**src/assert_macros.svh**
```systemverilog
// Assertion helpers, included by modem_bringup_sequencer_unit.
`ifndef ASSERT_MACROS_SVH
`define ASSERT_MACROS_SVH

`ifndef SYNTHESIS

// Check prop at every rising edge of clk, skipped while rst is high.
`define ASSERT_CLK_RST(label, clk, rst, prop) \
   label: assert property (@(posedge clk) disable iff (rst) prop) \
      else $error("assertion failed");

// Check prop at every rising edge of clk, reset included.
`define ASSERT_CLK(label, clk, prop) \
   label: assert property (@(posedge clk) prop) \
      else $error("assertion failed");

`else

`define ASSERT_CLK_RST(label, clk, rst, prop)
`define ASSERT_CLK(label, clk, prop)

`endif

`endif

```
**src/mbs_pkg.sv**
```systemverilog
package mbs_pkg;

   // Receive window depth in characters
   localparam int WINDOW_CHARS = 13;
   localparam int DIST_W = $clog2(WINDOW_CHARS);
   // Longest response string held in a table entry
   localparam int RESP_CHARS = 13;

   // Request kinds
   localparam logic [1:0] KIND_START = 2'd0;
   localparam logic [1:0] KIND_CHAR  = 2'd1;
   localparam logic [1:0] KIND_TICK  = 2'd2;

   // Configuration register indexes
   localparam logic [1:0] REG_POWER_ON_LEVEL  = 2'd0;
   localparam logic [1:0] REG_STEP_TIMEOUT    = 2'd1;
   localparam logic [1:0] REG_CONNECT_TIMEOUT = 2'd2;

   localparam logic [2:0] CMD_TCP_CLOSE = 3'd0;
   localparam logic [2:0] CMD_PIN       = 3'd1;
   localparam logic [2:0] CMD_ECHO_OFF  = 3'd2;
   localparam logic [2:0] CMD_CREG      = 3'd3;
   localparam logic [2:0] CMD_CGATT     = 3'd4;
   localparam logic [2:0] CMD_PPP       = 3'd5;
   localparam logic [2:0] CMD_TCP_TRANS = 3'd6;

   // Strings are right-justified: the last character sits in the low byte.
   localparam logic [8*RESP_CHARS-1:0] STR_OK    = "OK";
   localparam logic [8*RESP_CHARS-1:0] STR_PIN   = "+CPIN: READY";
   localparam logic [8*RESP_CHARS-1:0] STR_CREG  = "+CREG: 0,1";
   localparam logic [8*RESP_CHARS-1:0] STR_CGATT = "+CGATT: 1";
   localparam logic [8*RESP_CHARS-1:0] STR_TCP   = "+TCPTRANS: OK";
   localparam logic [8*RESP_CHARS-1:0] STR_ERR   = "ERROR";
   localparam logic [5:0] ERR_LEN = 6'd5;

   typedef struct packed {
      logic resp;
      logic err;
   } win_hit_type;

   function automatic logic [5:0] resp_len(input logic [2:0] cmd);
      logic [5:0] n;
      case (cmd)
         CMD_PIN:       n = 6'd12;
         CMD_CREG:      n = 6'd10;
         CMD_CGATT:     n = 6'd9;
         CMD_TCP_TRANS: n = 6'd13;
         default:       n = 6'd2;
      endcase
      return n;
   endfunction

   function automatic logic [8*RESP_CHARS-1:0] resp_str(input logic [2:0] cmd);
      logic [8*RESP_CHARS-1:0] s;
      case (cmd)
         CMD_PIN:       s = STR_PIN;
         CMD_CREG:      s = STR_CREG;
         CMD_CGATT:     s = STR_CGATT;
         CMD_TCP_TRANS: s = STR_TCP;
         default:       s = STR_OK;
      endcase
      return s;
   endfunction

   // True when ch agrees with the character tail_pos places from the string
   // end, or when that place lies before the start of the string.
   function automatic logic str_hit(input logic [8*RESP_CHARS-1:0] s,
                                    input logic [5:0] n,
                                    input logic [DIST_W-1:0] tail_pos,
                                    input logic [7:0] ch);
      logic [5:0] d;
      d = 6'(tail_pos);
      if (d >= n) begin
         return 1'b1;
      end
      return ch == s[8*d +: 8];
   endfunction

endpackage

```
**src/mbs_window_cell.sv**
```systemverilog
module mbs_window_cell
   import mbs_pkg::*;
(
   input  logic              clock,
   input  logic              shift_en,
   input  logic              clear,
   input  logic [2:0]        cmd,
   input  logic [DIST_W-1:0] tail_pos,
   input  logic [7:0]        in_char,
   output logic [7:0]        out_char,
   output win_hit_type       hit
);

   logic [7:0] data_ff;
   logic [7:0] data_in;

   // Clear wins over shift when a new command is issued.
   always_comb begin
      data_in = data_ff;
      if (clear) begin
         data_in = 8'h00;
      end else if (shift_en) begin
         data_in = in_char;
      end
   end

   always_ff @(posedge clock) begin
      data_ff <= data_in;
   end

   assign out_char = data_ff;

   // Compare the character that moves in on this shift.
   assign hit.resp = str_hit(resp_str(cmd), resp_len(cmd), tail_pos, in_char);
   assign hit.err  = str_hit(STR_ERR, ERR_LEN, tail_pos, in_char);

endmodule

```
**src/mbs_char_window.sv**
```systemverilog
module mbs_char_window
   import mbs_pkg::*;
(
   input  logic        clock,
   input  logic        shift_en,
   input  logic        clear,
   input  logic [2:0]  cmd,
   input  logic [7:0]  rx_char,
   output win_hit_type hit
);

   logic [7:0]  chain_char [WINDOW_CHARS];
   win_hit_type cell_hit   [WINDOW_CHARS];
   logic [WINDOW_CHARS-1:0] resp_bits;
   logic [WINDOW_CHARS-1:0] err_bits;
   logic resp_fits;

   for (genvar i = 0; i < WINDOW_CHARS; i++) begin : g_cell
      logic [7:0] feed;
      if (i == WINDOW_CHARS - 1) begin : g_tail
         assign feed = rx_char;
      end else begin : g_body
         assign feed = chain_char[i+1];
      end

      mbs_window_cell u_cell (
         .clock    (clock),
         .shift_en (shift_en),
         .clear    (clear),
         .cmd      (cmd),
         .tail_pos (DIST_W'(WINDOW_CHARS - 1 - i)),
         .in_char  (feed),
         .out_char (chain_char[i]),
         .hit      (cell_hit[i])
      );

      assign resp_bits[i] = cell_hit[i].resp;
      assign err_bits[i]  = cell_hit[i].err;
   end

   // A response longer than the window can never be seen.
   assign resp_fits = resp_len(cmd) <= 6'(WINDOW_CHARS);

   assign hit.resp = resp_fits && (&resp_bits);
   assign hit.err  = &err_bits;

endmodule

```
**src/modem_bringup_sequencer_unit.sv**
```systemverilog
// Channel | Direction | Handshake             | Payload
// req     | in        | req_valid / req_ready | req_kind, req_rx_char
// rsp     | out       | rsp_valid / rsp_ready | rsp_command_start, rsp_command_id,
//         |           |                       | rsp_modem_power, rsp_finished
// csr     | in        | csr_wr_en             | csr_index, csr_wr_data
//
// One transaction enters per cycle while req_ready is high; its result is
// registered and shows in the cycle after acceptance. The window compare
// and step control settle in the accepting cycle and never hold intake.
// A stalled result blocks intake only while the output register is still full
// and rsp_ready is low. Synchronous reset returns the sequencer to idle with
// the modem off and the registers at their defaults; no clearing pass.
`include "assert_macros.svh"

module modem_bringup_sequencer_unit
   import mbs_pkg::*;
(
   input  logic       clock,
   input  logic       reset,

   input  logic       req_valid,
   output logic       req_ready,
   input  logic [1:0] req_kind,
   input  logic [7:0] req_rx_char,

   output logic       rsp_valid,
   input  logic       rsp_ready,
   output logic       rsp_command_start,
   output logic [2:0] rsp_command_id,
   output logic       rsp_modem_power,
   output logic       rsp_finished,

   input  logic       csr_wr_en,
   input  logic [1:0] csr_index,
   input  logic [7:0] csr_wr_data
);

   // Phase: idle, one code per step (command + 1), done
   localparam logic [3:0] PH_IDLE  = 4'd0;
   localparam logic [3:0] PH_FIRST = 4'd1;
   localparam logic [3:0] PH_LAST  = 4'd7;
   localparam logic [3:0] PH_DONE  = 4'd8;

   // Configuration registers
   logic       pwr_level_ff;
   logic [7:0] step_to_ff;
   logic [7:0] conn_to_ff;

   // Sequencer state
   logic [3:0] phase_ff, phase_in;
   logic       wait_ff,  wait_in;
   logic [7:0] tick_ff,  tick_in;
   logic       power_ff, power_in;

   // Result register
   logic       rsp_valid_ff, rsp_valid_in;
   logic       rsp_start_ff, rsp_start_in;
   logic [2:0] rsp_id_ff,    rsp_id_in;
   logic       rsp_power_ff, rsp_power_in;
   logic       rsp_fin_ff,   rsp_fin_in;

   logic        accept;
   logic        active;
   logic [2:0]  cmd;
   logic        shift_en;
   logic        clear_win;
   win_hit_type hit;
   logic [7:0]  tick_sat;
   logic [7:0]  limit;

   // Take a new transaction whenever the result slot is free or draining.
   assign req_ready = !rsp_valid_ff || rsp_ready;
   assign accept    = req_valid && req_ready;

   assign active = (phase_ff >= PH_FIRST) && (phase_ff <= PH_LAST);
   assign cmd    = 3'(phase_ff - 4'd1);

   assign shift_en = accept && (req_kind == KIND_CHAR) && active && !wait_ff;

   mbs_char_window u_window (
      .clock    (clock),
      .shift_en (shift_en),
      .clear    (clear_win),
      .cmd      (cmd),
      .rx_char  (req_rx_char),
      .hit      (hit)
   );

   assign tick_sat = (tick_ff == 8'hFF) ? tick_ff : tick_ff + 8'd1;
   assign limit    = (cmd == CMD_TCP_TRANS) ? conn_to_ff : step_to_ff;

   always_comb begin
      logic       do_end;
      logic       end_ok;
      logic       do_issue;
      logic [2:0] issue_cmd;

      do_end    = 1'b0;
      end_ok    = 1'b0;
      do_issue  = 1'b0;
      issue_cmd = CMD_TCP_CLOSE;

      phase_in = phase_ff;
      wait_in  = wait_ff;
      tick_in  = tick_ff;
      power_in = power_ff;

      if (accept) begin
         case (req_kind)
            KIND_START: begin
               if (phase_ff == PH_IDLE) begin
                  power_in  = 1'b1;
                  do_issue  = 1'b1;
                  issue_cmd = CMD_TCP_CLOSE;
               end
            end
            KIND_CHAR: begin
               if (shift_en) begin
                  // The expected response takes precedence over ERROR.
                  if (hit.resp) begin
                     do_end = 1'b1;
                     end_ok = 1'b1;
                  end else if (hit.err) begin
                     do_end = 1'b1;
                  end
               end
            end
            KIND_TICK: begin
               if (active) begin
                  if (wait_ff) begin
                     // Pause over: power back on after a failed connect, and issue the step's command.
                     if (phase_ff == PH_FIRST) begin
                        power_in = 1'b1;
                     end
                     do_issue  = 1'b1;
                     issue_cmd = cmd;
                  end else begin
                     tick_in = tick_sat;
                     if (tick_sat >= limit) begin
                        do_end = 1'b1;
                     end
                  end
               end
            end
            default: begin
            end
         endcase
      end

      if (do_end) begin
         case (cmd)
            CMD_TCP_CLOSE: begin
               // Result ignored: go straight on to the PIN check.
               do_issue  = 1'b1;
               issue_cmd = CMD_PIN;
            end
            CMD_TCP_TRANS: begin
               if (end_ok) begin
                  phase_in = PH_DONE;
                  wait_in  = 1'b0;
               end else begin
                  power_in = 1'b0;
                  phase_in = PH_FIRST;
                  wait_in  = 1'b1;
               end
            end
            default: begin
               if (end_ok) begin
                  phase_in = phase_ff + 4'd1;
               end
               wait_in = 1'b1;
            end
         endcase
      end

      if (do_issue) begin
         phase_in = {1'b0, issue_cmd} + 4'd1;
         tick_in  = 8'h00;
         wait_in  = 1'b0;
      end

      clear_win = do_issue;

      // Load the result register on acceptance, drop it once taken.
      rsp_valid_in = rsp_valid_ff;
      rsp_start_in = rsp_start_ff;
      rsp_id_in    = rsp_id_ff;
      rsp_power_in = rsp_power_ff;
      rsp_fin_in   = rsp_fin_ff;
      if (accept) begin
         rsp_valid_in = 1'b1;
         rsp_start_in = do_issue;
         rsp_id_in    = do_issue ? issue_cmd : CMD_TCP_CLOSE;
         rsp_power_in = power_in ? pwr_level_ff : !pwr_level_ff;
         rsp_fin_in   = (phase_in == PH_DONE);
      end else if (rsp_ready) begin
         rsp_valid_in = 1'b0;
      end
   end

   always_ff @(posedge clock) begin
      if (reset) begin
         pwr_level_ff <= 1'b1;
         step_to_ff   <= 8'd2;
         conn_to_ff   <= 8'd5;
      end else if (csr_wr_en) begin
         case (csr_index)
            REG_POWER_ON_LEVEL:  pwr_level_ff <= csr_wr_data[0];
            REG_STEP_TIMEOUT:    step_to_ff   <= csr_wr_data;
            REG_CONNECT_TIMEOUT: conn_to_ff   <= csr_wr_data;
            default: begin
            end
         endcase
      end
   end

   always_ff @(posedge clock) begin
      if (reset) begin
         phase_ff     <= PH_IDLE;
         wait_ff      <= 1'b0;
         tick_ff      <= 8'h00;
         power_ff     <= 1'b0;
         rsp_valid_ff <= 1'b0;
      end else begin
         phase_ff     <= phase_in;
         wait_ff      <= wait_in;
         tick_ff      <= tick_in;
         power_ff     <= power_in;
         rsp_valid_ff <= rsp_valid_in;
      end
   end

   // Result payload holds no reset.
   always_ff @(posedge clock) begin
      rsp_start_ff <= rsp_start_in;
      rsp_id_ff    <= rsp_id_in;
      rsp_power_ff <= rsp_power_in;
      rsp_fin_ff   <= rsp_fin_in;
   end

   assign rsp_valid         = rsp_valid_ff;
   assign rsp_command_start = rsp_start_ff;
   assign rsp_command_id    = rsp_id_ff;
   assign rsp_modem_power   = rsp_power_ff;
   assign rsp_finished      = rsp_fin_ff;

   // A pending pause exists only inside an active step.
   `ASSERT_CLK_RST(a_wait_in_step, clock, reset,
      wait_ff |-> (phase_ff >= PH_FIRST && phase_ff <= PH_LAST))
   // Done is sticky until reset.
   `ASSERT_CLK_RST(a_done_sticky, clock, reset,
      phase_ff == PH_DONE |=> phase_ff == PH_DONE)
   // A finished result implies the sequencer reached done.
   `ASSERT_CLK_RST(a_fin_done, clock, reset,
      (rsp_valid_ff && rsp_fin_ff) |-> phase_ff == PH_DONE)
   // No command id without a command strobe.
   `ASSERT_CLK_RST(a_id_quiet, clock, reset,
      (rsp_valid_ff && !rsp_start_ff) |-> rsp_id_ff == CMD_TCP_CLOSE)

endmodule
```
**config.mk**
```make
export PLATFORM = sky130hd
export DESIGN_NAME = modem_bringup_sequencer_unit
export DESIGN_NICKNAME = d
export VERILOG_FILES = /design/src/mbs_pkg.sv /design/src/mbs_window_cell.sv /design/src/mbs_char_window.sv /design/src/modem_bringup_sequencer_unit.sv
export VERILOG_INCLUDE_DIRS = /design/src /design/src/src
export SDC_FILE = /design/constraint.sdc
export NUM_CORES = 1
export LEC_CHECK = 0
export ABC_CLOCK_PERIOD_IN_PS = 6260
export BUFFER_PORTS_ARGS = -buffer_cell sky130_fd_sc_hd__buf_2
export CAP_MARGIN = 15
export CORE_MARGIN = 5
export CORE_UTILIZATION = 35
export CTS_CLUSTER_DIAMETER = 30
export DETAILED_ROUTE_END_ITERATION = 10
export RECOVER_POWER = 50
export SLEW_MARGIN = 20
export SYNTH_ARGS = -nofsm -noshare
export SYNTH_HDL_FRONTEND = slang
export SYNTH_SLANG_ARGS = --single-unit
```
**constraint.sdc**
```tcl
create_clock -name clock -period 6.26 [get_ports clock]
set_input_delay 1.252 -clock clock [delete_from_list [all_inputs] [get_ports clock]]
set_output_delay 1.252 -clock clock [all_outputs]
set_load 0.005 [all_outputs]
```
==> results.cfg <==
[outcome]
outcome = finished, violations left
violations = max-capacitance violations, max-slew violations

[critical_path]
cpMaxStageDelayCell = clkbuf_2
crit_path_max_fanout = 47
critPathTopFamily = simple AND/OR/NAND/NOR gates
crit_chain = inv_1 -> ha_1 -> xnor2_1 -> nand2_1 -> o22a_1 -> or4_1 -> a211o_1 -> nor4_1 -> o21ai_0 -> and2_0 -> o31ai_4 -> clkbuf_2
worstPathArrival_ns = 5.55
required_ns = 6.35
slowest_delay_ns = 0.80
critical_path_class = reg -> reg
startpoint_type = flop
crit_buf_inv = 2
endpoint_kind = flop

[yosys]
synth_area_sq_um = 6520
synth_seq_cells = 134
ys_types = 61
syn_area_per_cell_sq_um = 7.95
synthArstFlopShare_pct = 0
syn_inst = 820
synth_nets = 864
ys_seq_area_share_pct = 42.1
synth_warnings = 0
synth_flop_cell = dfxtp_1
synth_edf_count = 6

[route]
ant_nets = 0
via_count = 5730
vias_per_cell = 5.33
drt-wirelength-per-cell_um = 15.8
drt_iter0_drc = 449
finalWirelength_um = 17000
drt_first_pass_iters = 4
remaining_drc_errors = 0

[timing]
timing.final.crit_share_pct = 87.2
max_slew_margin_pct = -0.754
clock_skew_ns = 0.00909
grt_setup_unrepaired = false
hold_viol = 0
fmax_ghz = 0.183
tightest_slew_ns = 1.51
finalCriticalPeriod_ns = 5.46
tns_ns = 0
final_max_slew_viol_count = 33
setup_viol = 0

[clocking]
cts_max_level = 4
cts_setup_buffers = 0
clk_pin_slew_ns = 0.06
clkLatencyLatePin_ns = 0.42
cts_tree = built
postCtsResizedCells = 0
cts-root-buf = clkbuf_16
cts-hold-fix-buffers = 0
tritoncts.num_buffers = 17
clock_sinks = 134
clockBufferDepth = 2

[worst_hold_path]
hold_class = reg -> reg

[global_routing]
grt_usage_pct = 16.0
grt_max_degree = 97
grt_pass1_wl_um = 27900
grt_overflow = 0
antenna_found_initial = 0
grt_pass1_vias = 5378

[power]
power_density_nw_per_um2 = 285
irDropWorstVdd_mv = 0.200
leakage_nw = 2.82
p_total_mw = 2.09

[cells_and_area]
layout_commonest_cell = nand2_1
diodes = 0
drive_above_1_share_pct = 8.20
finalNetCount = 874
syn_to_final_growth_pct = 12.5
layout_common_cells = nand2_1, dfxtp_1, a21oi_1, nor2_1, mux2i_1

[place]
dp_hpwl_um = 11300
gp_congestion = 0.895
port_buffers = 32

[die]
fp.dieH_um = 146
core-area_sq_um = 18500
dieArea_sq_um = 21500
num_rows = 50
initial_core_util_pct = 35.2
die_w_um = 146
boundaryPins = 33

[run]
maxCapViolCount = 1
## path summary, 6_finish.rpt
path,startpoint,endpoint,slack (ns),cells past startpoint
max,phase_ff[0],rsp_command_start,0.80,12
min,u_window.g_cell[1].u_cell.out_char[0],u_window.g_cell[1].u_cell.out_char[0],0.45,2
max reg2reg,phase_ff[0],rsp_command_start,0.80,12
min reg2reg,u_window.g_cell[1].u_cell.out_char[0],u_window.g_cell[1].u_cell.out_char[0],0.45,2
## report_power, final
part / switching, mW / internal, mW
clock network: 0.362 / 0.574
registers: 0.0334 / 0.888
logic: 0.144 / 0.0894
total: 0.539 / 1.55
## state kept, by name (all words and copies together), names as in the netlist, 3 cells and up
name and flops:
u_window.g_cell.u_cell.out_char 96, conn_to_ff 8, step_to_ff 8, tick_ff 8
phase_ff 4, rsp_command_id 3
## worst min-delay path, delay by kind of cell, from the launching register on
| kind | cells | cell delay, ns |
|---|---|---|
| flops | 1 | 0.30 |
| simple gates | 1 | 0.05 |
| compound gates | 1 | 0.05 |
## cells in the mapped netlist (2+ instances only)
cell      count  area [sq um]
a31oi_1       4          25.0
nand2_1     216           811
a21o_1        2          15.0
dfxtp_1     128          2560
and3_1        6          37.5
o32ai_1       2          17.5
or2_2         4          25.0
o22ai_1       2          12.5
o21a_1        3          22.5
xnor2_1      10          87.6
buf_2        11          55.1
buf_6         3          33.8
and2_1        7          43.8
nor2_1       50           188
a22oi_1       3          22.5
nand2b_1      3          18.8
nand3b_1      3          22.5
a21oi_1     114           571
and4_1        5          43.8
a32o_1        2          20.0
clkbuf_1     31           116
nand4_1      14          87.6
nor4bb_1      2          20.0
o32a_1        2          20.0
o21ai_0      12          60.1
nor2b_1       6          37.5
a32oi_1       2          17.5
mux2_2        2          22.5
nand4b_1      7          61.3
nor4_1       12          75.1
xor2_1        5          43.8
inv_1        14          52.6
nor3b_1       2          15.0
o31ai_1       2          15.0
or4_1         3          22.5
buf_4         2          15.0
ha_1         19           238
a211o_1       7          61.3
nor3_1       17          85.1
nor4b_1       4          35.0
edfxtp_1      6           180
or3_1         3          18.8
mux2i_1      33           330
nand3_1      17          85.1
o41ai_1       2          17.5
## stage by stage
step                      area (sq um)  hold WS (ns)  setup WS (ns)  std cells  util, %
final                             7330         0.453          0.800       1075     39.6
after global placement            6800         0.442           1.50       1045     36.7
after detailed placement          6800         0.446           1.35       1045     36.7
after floorplan                   6520         0.432           1.86        820        -
after global routing              7330         0.465          0.382       1075     39.6
after CTS                         7350         0.456           1.23       1075     39.7
## cell type report
class                   instances  area (sq um)
clock buffers                  22           475
well taps                     234           293
flip-flops and latches        134          2740
fillers                      1943         11200
repair buffers                 39           200
multi-input cells             624          3500
clock inverters                 8          71.3
inverters                      14          52.6
## metal layers
metal	track usage, %	part of all wire [%]	vias up
li1	-	-	2869
met1	22.4	49	2715
met2	24.5	45	128
met3	3.38	4.5	18
met4	5.60	1.4	0
met5	0	0	-
## cells by family (layout without fill, tap and decap cells)
group                      count (synthesis)  in the layout  share of synthesized area [%]
muxes                                     36             36                           5.59
DFF                                      134            134                           42.1
buffers and inverters                     62             83                           4.24
adders and majority gates                 19             19                           3.65
xor gates and xnor gates                  15             15                           2.02
and+or+nand+nor                          385            385                           27.2
AOI/OAI and AO/OA                        169            169                           15.2
No activity file was read; power rests on OpenSTA's default activity.
